<file path="src/rtl/mapw_pkg.sv">
// mapw_pkg: shared constants, codes, state type and control structs
// for the memory access profiler; no dependencies
package mapw_pkg;

   localparam int NUM_HANDLERS = 4;
   localparam int ADDR_BITS    = 16;
   localparam int COUNT_BITS   = 32;
   localparam int MEM_DEPTH    = 2 ** ADDR_BITS;
   localparam logic [2:0] MAX_LEN = 3'd4;

   typedef logic [ADDR_BITS-1:0]  addr_type;
   typedef logic [COUNT_BITS-1:0] count_type;

   typedef enum logic [1:0] {
      OP_ACCESS   = 2'd0,
      OP_CLEAR    = 2'd1,
      OP_CLASSIFY = 2'd2,
      OP_TOTAL    = 2'd3
   } op_type;

   typedef enum logic [1:0] {
      HK_EXEC  = 2'd0,
      HK_READ  = 2'd1,
      HK_WRITE = 2'd2,
      HK_NEVER = 2'd3
   } hkind_type;

   localparam logic [1:0] BUS_READ  = 2'd1;
   localparam logic [1:0] BUS_WRITE = 2'd2;

   localparam logic [1:0] USE_UNKNOWN = 2'd0;
   localparam logic [1:0] USE_CODE    = 2'd1;
   localparam logic [1:0] USE_DATA    = 2'd2;

   localparam logic [2:0] CFG_ENABLES = 3'd0;
   localparam logic [2:0] CFG_BREAKS  = 3'd1;
   localparam logic [2:0] CFG_KINDS   = 3'd2;
   localparam logic [2:0] CFG_STARTS  = 3'd3;
   localparam logic [2:0] CFG_ENDS    = 3'd4;

   typedef enum logic [3:0] {
      ST_INIT_CLR,
      ST_IDLE,
      ST_DISPATCH,
      ST_EXEC_RD,
      ST_EXEC_WR,
      ST_BUS_RD,
      ST_BUS_WR,
      ST_SCAN,
      ST_CLS_RD,
      ST_CLS_CHK,
      ST_CLR,
      ST_DONE
   } state_type;

   typedef struct packed {
      logic load;
      logic exec_rd;
      logic exec_wr;
      logic bus_rd;
      logic bus_wr;
      logic scan;
      logic cls_rd;
      logic cls_chk;
      logic clr_start;
      logic clr_wr;
      logic out_load;
   } cmd_type;

   typedef struct packed {
      op_type op;
      logic   len_zero;
      logic   exec_last;
      logic   clr_last;
      logic   rsp_free;
   } status_type;

endpackage

</file>
<file path="src/rtl/mapw_ctrl.sv">
// mapw_ctrl: sequencer for access, clear, classify and total operations
// depends on mapw_pkg
module mapw_ctrl (
   input  logic                 clock,
   input  logic                 reset,
   input  logic                 req_valid,
   output logic                 req_stall,
   input  mapw_pkg::status_type status,
   output mapw_pkg::cmd_type    cmd
);

   mapw_pkg::state_type st_ff, st_in;

   always_ff @(posedge clock) begin
      if (reset) begin
         st_ff <= mapw_pkg::ST_INIT_CLR;
      end else begin
         st_ff <= st_in;
      end
   end

   always_comb begin
      st_in     = st_ff;
      cmd       = '0;
      req_stall = 1'b1;
      case (st_ff)
         mapw_pkg::ST_INIT_CLR: begin
            cmd.clr_wr = 1'b1;
            if (status.clr_last) st_in = mapw_pkg::ST_IDLE;
         end
         mapw_pkg::ST_IDLE: begin
            req_stall = 1'b0;
            if (req_valid) begin
               cmd.load = 1'b1;
               st_in    = mapw_pkg::ST_DISPATCH;
            end
         end
         mapw_pkg::ST_DISPATCH: begin
            case (status.op)
               mapw_pkg::OP_ACCESS:
                  st_in = status.len_zero ? mapw_pkg::ST_BUS_RD : mapw_pkg::ST_EXEC_RD;
               mapw_pkg::OP_CLEAR: begin
                  cmd.clr_start = 1'b1;
                  st_in         = mapw_pkg::ST_CLR;
               end
               mapw_pkg::OP_CLASSIFY: st_in = mapw_pkg::ST_CLS_RD;
               default:               st_in = mapw_pkg::ST_DONE;
            endcase
         end
         mapw_pkg::ST_EXEC_RD: begin
            cmd.exec_rd = 1'b1;
            st_in       = mapw_pkg::ST_EXEC_WR;
         end
         mapw_pkg::ST_EXEC_WR: begin
            cmd.exec_wr = 1'b1;
            st_in = status.exec_last ? mapw_pkg::ST_BUS_RD : mapw_pkg::ST_EXEC_RD;
         end
         mapw_pkg::ST_BUS_RD: begin
            cmd.bus_rd = 1'b1;
            st_in      = mapw_pkg::ST_BUS_WR;
         end
         mapw_pkg::ST_BUS_WR: begin
            cmd.bus_wr = 1'b1;
            st_in      = mapw_pkg::ST_SCAN;
         end
         mapw_pkg::ST_SCAN: begin
            cmd.scan = 1'b1;
            st_in    = mapw_pkg::ST_DONE;
         end
         mapw_pkg::ST_CLS_RD: begin
            cmd.cls_rd = 1'b1;
            st_in      = mapw_pkg::ST_CLS_CHK;
         end
         mapw_pkg::ST_CLS_CHK: begin
            cmd.cls_chk = 1'b1;
            st_in       = mapw_pkg::ST_DONE;
         end
         mapw_pkg::ST_CLR: begin
            cmd.clr_wr = 1'b1;
            if (status.clr_last) st_in = mapw_pkg::ST_DONE;
         end
         mapw_pkg::ST_DONE: begin
            if (status.rsp_free) begin
               cmd.out_load = 1'b1;
               st_in        = mapw_pkg::ST_IDLE;
            end
         end
         default: st_in = mapw_pkg::ST_IDLE;
      endcase
   end

endmodule

</file>
<file path="config.mk">
export PLATFORM = sky130hd
export DESIGN_NAME = mapw_ctrl
export DESIGN_NICKNAME = d
export VERILOG_FILES = /design/src/rtl/mapw_pkg.sv /design/src/rtl/mapw_ctrl.sv
export SDC_FILE = /design/constraint.sdc
export NUM_CORES = 1
export LEC_CHECK = 0
export BUFFER_PORTS_ARGS = -buffer_cell sky130_fd_sc_hd__clkbuf_2
export CAP_MARGIN = 5
export CORE_AREA = 5 5 42 44
export CTS_CLUSTER_SIZE = 25
export DETAILED_ROUTE_END_ITERATION = 6
export DIE_AREA = 0 0 47 49
export GPL_ROUTABILITY_DRIVEN = 0
export SYNTH_ARGS = -nofsm -noshare
export SYNTH_HDL_FRONTEND = slang
export SYNTH_SLANG_ARGS = --single-unit
</file>
<file path="constraint.sdc">
create_clock -name clock -period 3.4 [get_ports clock]
set_input_delay 0.34 -clock clock [delete_from_list [all_inputs] [get_ports clock]]
set_output_delay 0.34 -clock clock [all_outputs]
set_load 0.1 [all_outputs]
</file>
==> out/qor.yml, run 1 <==
layout:
  finish.utilization_pct: 42.9
  regArea_um2: 80.1
  multiInputGateArea_um2: 360
  reg.largest.list: "st_ff x4"
  layout.cells.most_common: "sky130_fd_sc_hd__clkbuf_2"
  max_reg_flops: 4
  layout.filler_cells: 156
  drive_above_1_share_pct: 30.2
  design.final.nets: 101
  antenna_cells_inserted: 0
  flow.area_growth_from_synthesis_pct: 23.0
  most-common-layout-cells: "sky130_fd_sc_hd__clkbuf_2, sky130_fd_sc_hd__nand2_1, sky130_fd_sc_hd__nor2_1, sky130_fd_sc_hd__inv_1, sky130_fd_sc_hd__a21oi_1"
  largest_register: "st_ff"
synthesis:
  yosys.area_share.xor_xnor_pct: 1.79
  post_synth_num_cell_types: 30
  synth_seq_area_share_pct: 16.4
  synth_area_um2: 489
  synth_top_cell_area_share_pct: 16.4
  synth-compound-area-share_pct: 22.8
  ys.warnings.count: 0
  synth.top_cells.by_area: "sky130_fd_sc_hd__dfxtp_1, sky130_fd_sc_hd__ha_1, sky130_fd_sc_hd__nand2_1, sky130_fd_sc_hd__a21oi_1, sky130_fd_sc_hd__nor2_1"
  syn_nets: 81
  synth_top_cell_by_area: "sky130_fd_sc_hd__dfxtp_1"
  synthMuxAreaShare_pct: 0
  avgSynthCellArea_um2: 7.19
  synth_simple_gate_area_share_pct: 37.6
  synthesis.instances: 68
  synth_top_family_by_area: "simple AND/OR/NAND/NOR gates"
  ys_ff_latch: 4
  yosys.area_share.adder_pct: 10.2
cts:
  cts_setup_buffers: 0
  cell_at_the_root_of_the_clock_tree: "sky130_fd_sc_hd__clkbuf_4"
  cts_buffer_depth: 2
  worstSkewPairLatency_ns: 0.23
  cts_sinks: 4
  cts_resized: 0
  tritoncts: "yes"
  cts-buffers-inserted: 3
  path_clk_slew_ns: 0.04
  deepest_level_of_the_cts_h_tree: 1
  cts_hold_repair.buffers: 0
setup_path:
  crit_path_max_incr_delay_ns: 0.68
  worstPathArrival_ns: 1.78
  required_time_of_the_worst_setup_path_ns: 3.06
  critical_path.max_fanout: 20
  critPathKind: "register to output port"
  cp_slowest_cell: "sky130_fd_sc_hd__dfxtp_1"
  critical_path.endpoint_type: "output port"
  cp_cell_sequence: "nor2b_1 > and3_1 > clkbuf_2"
  worst_setup_path_start_kind: "register"
timing:
  min_period_over_period_pct: 62.5
  finalClockSkew_ns: 0.00495
  period_minus_slack_ns: 2.12
  clock.fmax_mhz: 471
  tightestPinTransition_ns: 0.583
  setup_total_negative_slack_ns: 0
  finalMaxSlewViolations: 0
  number_of_hold_violations_in_the_final_report: 0
  slew_headroom_pct: 61.0
  setup_viol_count_final: 0
  grt_setup_unrepaired: "no"
placement:
  hpwl_um: 891
  io_buf_count: 20
grt:
  grt_pass1_wl_mm: 1.93
  first_global_vias: 451
  initial_antenna_violation_count: 0
  grt_use_met1_pct: 14.7
  groute.usage.overall_pct: 11.0
  overflow: 0
  maximum_number_of_pins_on_one_net_before_global_route_repair: 21
  grtUsageMet2_pct: 16.5
  grt_most_used_layer: "met2"
  groute.layer.met3.usage_pct: 3.69
floorplan:
  die_w_um: 47
  rows: 14
  initial_core_util_pct: 34.9
  ioPinCount: 21
  core_area_mm2: 0.00140
  die_span_in_y_um: 49
  die_area_mm2: 0.00230
detailed_routing:
  vias: 532
  detailedRoute.firstPassIterationCount: 4
  number_of_remaining_drc_errors: 0
  viasPerCell: 5.22
  number_of_drc_markers_in_iteration_0: 8
  postRouteWirelength_mm: 1.15
  final_antenna_net_count: 0
  routed_wire_length_per_instance_um: 11.2
flow_run:
  drv_cap: 0
worst_hold_path:
  min-delay-path-class: "input port to register"
power:
  power_per_cell_area_mw_per_mm2: 281
  power.ir.vdd_worst_mv: 0.175
  power.leakage_uw: 0.000296
status:
  run_status: "finished clean"
-- where the power goes --
| group | internal, uW | switching (uW) | total [uW] |
|---|---|---|---|
| clock network | 39.4 | 17.9 | 57.3 |
| logic | 16.3 | 40.4 | 56.8 |
| registers | 48.6 | 6.35 | 55.0 |
| total | 104 | 64.7 | 169 |
-- layer usage --
layer  vias to the layer above  routed length (um)
met5                         -                   0
met4                         0                   0
met3                         0                  93
met2                        21                 516
met1                       234                 537
li1                        277                   -
-- Yosys cell counts, drive strengths merged --
cell type	instances
buf	5
nor2b	3
a31o	1
o21bai	1
and2b	2
o311ai	1
nor2	6
nor3	4
o21ai	2
xor2	1
ha	4
o31ai	1
a21oi	5
and3	3
nand4b	1
o22a	1
dfxtp	4
nand2	7
nor3b	1
and4	1
and2	1
nand2b	2
a221oi	1
o221a	1
a211o	1
nor4	3
inv	5
-- cell families (layout without fill, tap and decap cells) --
logic type / Yosys count / in the layout
xor+xnor: 1 / 1
flops: 4 / 4
buf+inv: 10 / 28
simple gates: 34 / 34
compound gates: 15 / 15
fa+ha+maj: 4 / 4
-- worst max-delay path: cells and delay by family (launching register included) --
| family | cells | cell delay, ns |
|---|---|---|
| AND/OR/NAND/NOR | 2 | 0.42 |
| flip-flops | 1 | 0.68 |
| buffers and inverters | 1 | 0.45 |
-- final cells by class --
class	count	area share [%]
flip-flops and latches	4	13.3
well taps	16	3.33
repair buffers	20	16.6
multi-input cells	54	59.9
inverters	5	3.12
clock buffers	3	3.74
-- through the flow --
stage | hold WS, ns | instance area (um2) | power [uW] | std cells | setup slack [ns]
finish | 0.313 | 602 | 169 | 102 | 1.28
global route | 0.316 | 602 | 180 | 102 | 1.14
CTS | 0.303 | 602 | 172 | 102 | 1.28
detailed placement | 0.550 | 579 | 112 | 99 | 1.53
global placement | 0.559 | 579 | 112 | 99 | 1.53
floorplan | 0.406 | 495 | 102 | 68 | 0.231
-- worst paths after layout --
check	start	depth (start not counted)	to	slack, ns
min	reset	2	st_ff[0]	0.31
min reg2reg	st_ff[3]	2	st_ff[3]	0.74
max reg2reg	st_ff[0]	4	st_ff[1]	1.87
max	st_ff[0]	3	cmd[10]	1.28
Power figures use the tool's default switching activity.
==> run 2: changes to the inputs <==
--- a/config.mk
+++ b/config.mk
@@ -12,6 +12,7 @@
 export DETAILED_ROUTE_END_ITERATION = 6
 export DIE_AREA = 0 0 47 49
 export GPL_ROUTABILITY_DRIVEN = 0
+export PLACE_DENSITY = 0.67
 export SYNTH_ARGS = -nofsm -noshare
 export SYNTH_HDL_FRONTEND = slang
 export SYNTH_SLANG_ARGS = --single-unit
==> constraint.sdc (replaced) <==
create_clock -name clock -period 1.9 [get_ports clock]
set_input_delay 0.19 -clock clock [delete_from_list [all_inputs] [get_ports clock]]
set_output_delay 0.19 -clock clock [all_outputs]
set_load 0.1 [all_outputs]
==> run 2 against run 1 <==
Against the previous run: largest cell class unchanged; clock power rose by 88%; highest routed layer is now met4; hold slack got worse by 0.16 ns; critical path depth did not move; clock-buffer cell count did not move; combinational power rose by 110%; largest power group is now combinational cells; first-iteration DRC count fell by 75%; global-route usage rose by 2.7 points; register-to-register slack got worse by 1.4 ns; wire length rose by 15%; non-clock buffer count rose by 3.
==> out/qor.yml, run 2 (synthesis results as in run 1) <==
layout:
  drive_above_1_share_pct: 37.1
  reg.largest.list: "st_ff x4"
  antenna_cells_inserted: 0
  layout.filler_cells: 134
  most-common-layout-cells: "sky130_fd_sc_hd__clkbuf_2, sky130_fd_sc_hd__buf_12, sky130_fd_sc_hd__nand2_1, sky130_fd_sc_hd__nor2_1"
  layout.cells.most_common: "sky130_fd_sc_hd__clkbuf_2"
  max_reg_flops: 4
  largest_register: "st_ff"
  design.final.nets: 104
  finish.utilization_pct: 55.7
  flow.area_growth_from_synthesis_pct: 59.6
floorplan:
  ioPinCount: 21
  core_area_mm2: 0.00140
  die_area_mm2: 0.00230
  rows: 14
  die_w_um: 47
  initial_core_util_pct: 34.9
  die_span_in_y_um: 49
detailed_routing:
  postRouteWirelength_mm: 1.32
  detailedRoute.firstPassIterationCount: 3
  vias: 561
  routed_wire_length_per_instance_um: 12.6
  number_of_remaining_drc_errors: 0
  number_of_drc_markers_in_iteration_0: 2
  viasPerCell: 5.34
  final_antenna_net_count: 0
cts:
  deepest_level_of_the_cts_h_tree: 1
  cts_setup_buffers: 0
  tritoncts: "yes"
  path_clk_slew_ns: 0.04
  cts-buffers-inserted: 3
  cts_buffer_depth: 2
  cts_hold_repair.buffers: 0
  worstSkewPairLatency_ns: 0.24
  cell_at_the_root_of_the_clock_tree: "sky130_fd_sc_hd__clkbuf_4"
  cts_sinks: 4
timing:
  clock.fmax_mhz: 584
  setup_total_negative_slack_ns: 0
  setup_viol_count_final: 0
  tightestPinTransition_ns: 0.544
  finalMaxSlewViolations: 0
  slew_headroom_pct: 63.9
  finalClockSkew_ns: 0.00565
  grt_setup_unrepaired: "no"
  period_minus_slack_ns: 1.71
  min_period_over_period_pct: 90.1
  number_of_hold_violations_in_the_final_report: 0
worst_hold_path:
  min-delay-path-class: "input port to register"
  hold-path-cell-count: 2
power:
  power.ir.vdd_worst_mv: 0.289
  finalPower_uw: 324
  switching_share_of_power_pct: 38.6
  power.share.clock_pct: 33.5
  combinationalPowerShare_pct: 37.1
  internal-power_uw: 199
  power.switching_uw: 125
  power.share.sequential_pct: 29.4
  power.leakage_uw: 0.000354
  power_per_cell_area_mw_per_mm2: 415
grt:
  grt_use_met1_pct: 15.4
  maximum_number_of_pins_on_one_net_before_global_route_repair: 16
  groute.layer.met3.usage_pct: 1.48
  initial_antenna_violation_count: 0
  overflow: 0
  groute.usage.overall_pct: 13.7
  grt_pass1_wl_mm: 2.33
  grt_most_used_layer: "met2"
  first_global_vias: 582
  grtUsageMet2_pct: 22.6
setup_path:
  critical_path.endpoint_type: "output port"
  worstPathArrival_ns: 1.52
  critical_path.max_fanout: 15
  worst_setup_path_start_kind: "register"
  cp_slowest_cell: "sky130_fd_sc_hd__dfxtp_1"
  crit_path_max_incr_delay_ns: 0.61
  critPathKind: "register to output port"
  timing.reg2reg.worst_path_depth: 4
  cp_cell_sequence: "nor2b_1 > nand2_1 > clkbuf_2"
  required_time_of_the_worst_setup_path_ns: 1.71
status:
  run_status: "finished clean"
placement:
  hpwl_mm: 1.08
  io_buf_count: 20
flow_run:
  drv_cap: 0
[run 2: layout make-up]
| class | count | area (um2) | share of cell area (%) |
|---|---|---|---|
| multi-input cells | 54 | 390 | 50.0 |
| repair buffers | 23 | 248 | 31.7 |
| clock buffers | 3 | 22.5 | 2.88 |
| inverters | 5 | 18.8 | 2.40 |
| flip-flops and latches | 4 | 81.3 | 10.4 |
| well taps | 16 | 20.0 | 2.56 |
[run 2: stage by stage]
step,hold WS (ns),cells,worst slack (ns),instance area [um2]
after floorplan,0.256,68,-0.295,526
after global placement,0.400,102,0.400,757
after detailed placement,0.398,102,0.348,757
after CTS,0.147,105,0.0882,779
after global routing,0.163,105,0.0764,781
final,0.156,105,0.188,781
[run 2: power groups by stage]
| stage | logic, uW | registers (uW) | clock network (uW) |
|---|---|---|---|
| global placement | 119 | 96.5 | 0 |
| floorplan | 98.5 | 89.7 | 0 |
| detailed placement | 121 | 96.5 | 0 |
| global route | 129 | 96.5 | 117 |
| CTS | 121 | 95.0 | 114 |
| finish | 120 | 95.2 | 108 |
[run 2: critical path: cells and delay by family, from the launching register on]
| family | cells | cell delay [ns] |
|---|---|---|
| buf+inv | 1 | 0.37 |
| flops | 1 | 0.61 |
| simple gates | 2 | 0.30 |
[run 2: path summary, 6_finish.rpt]
check	slack (ns)	endpoint	start
worst max-delay path	0.19	req_stall	st_ff[0]
worst max register to register	0.44	st_ff[1]	st_ff[0]
worst min register to register	0.63	st_ff[2]	st_ff[3]
worst min-delay path	0.16	st_ff[0]	reset
[run 2: timing repair]
action,CTS,global route
gates resized for setup,0,1
hold endpoints to repair,0,0
setup endpoints to repair,0,1
[run 2: per-layer routing]
layer | vias up | routed length (um)
met4 | 0 | 34
met1 | 253 | 538
met5 | - | 0
met3 | 5 | 54
met2 | 17 | 691
li1 | 286 | -
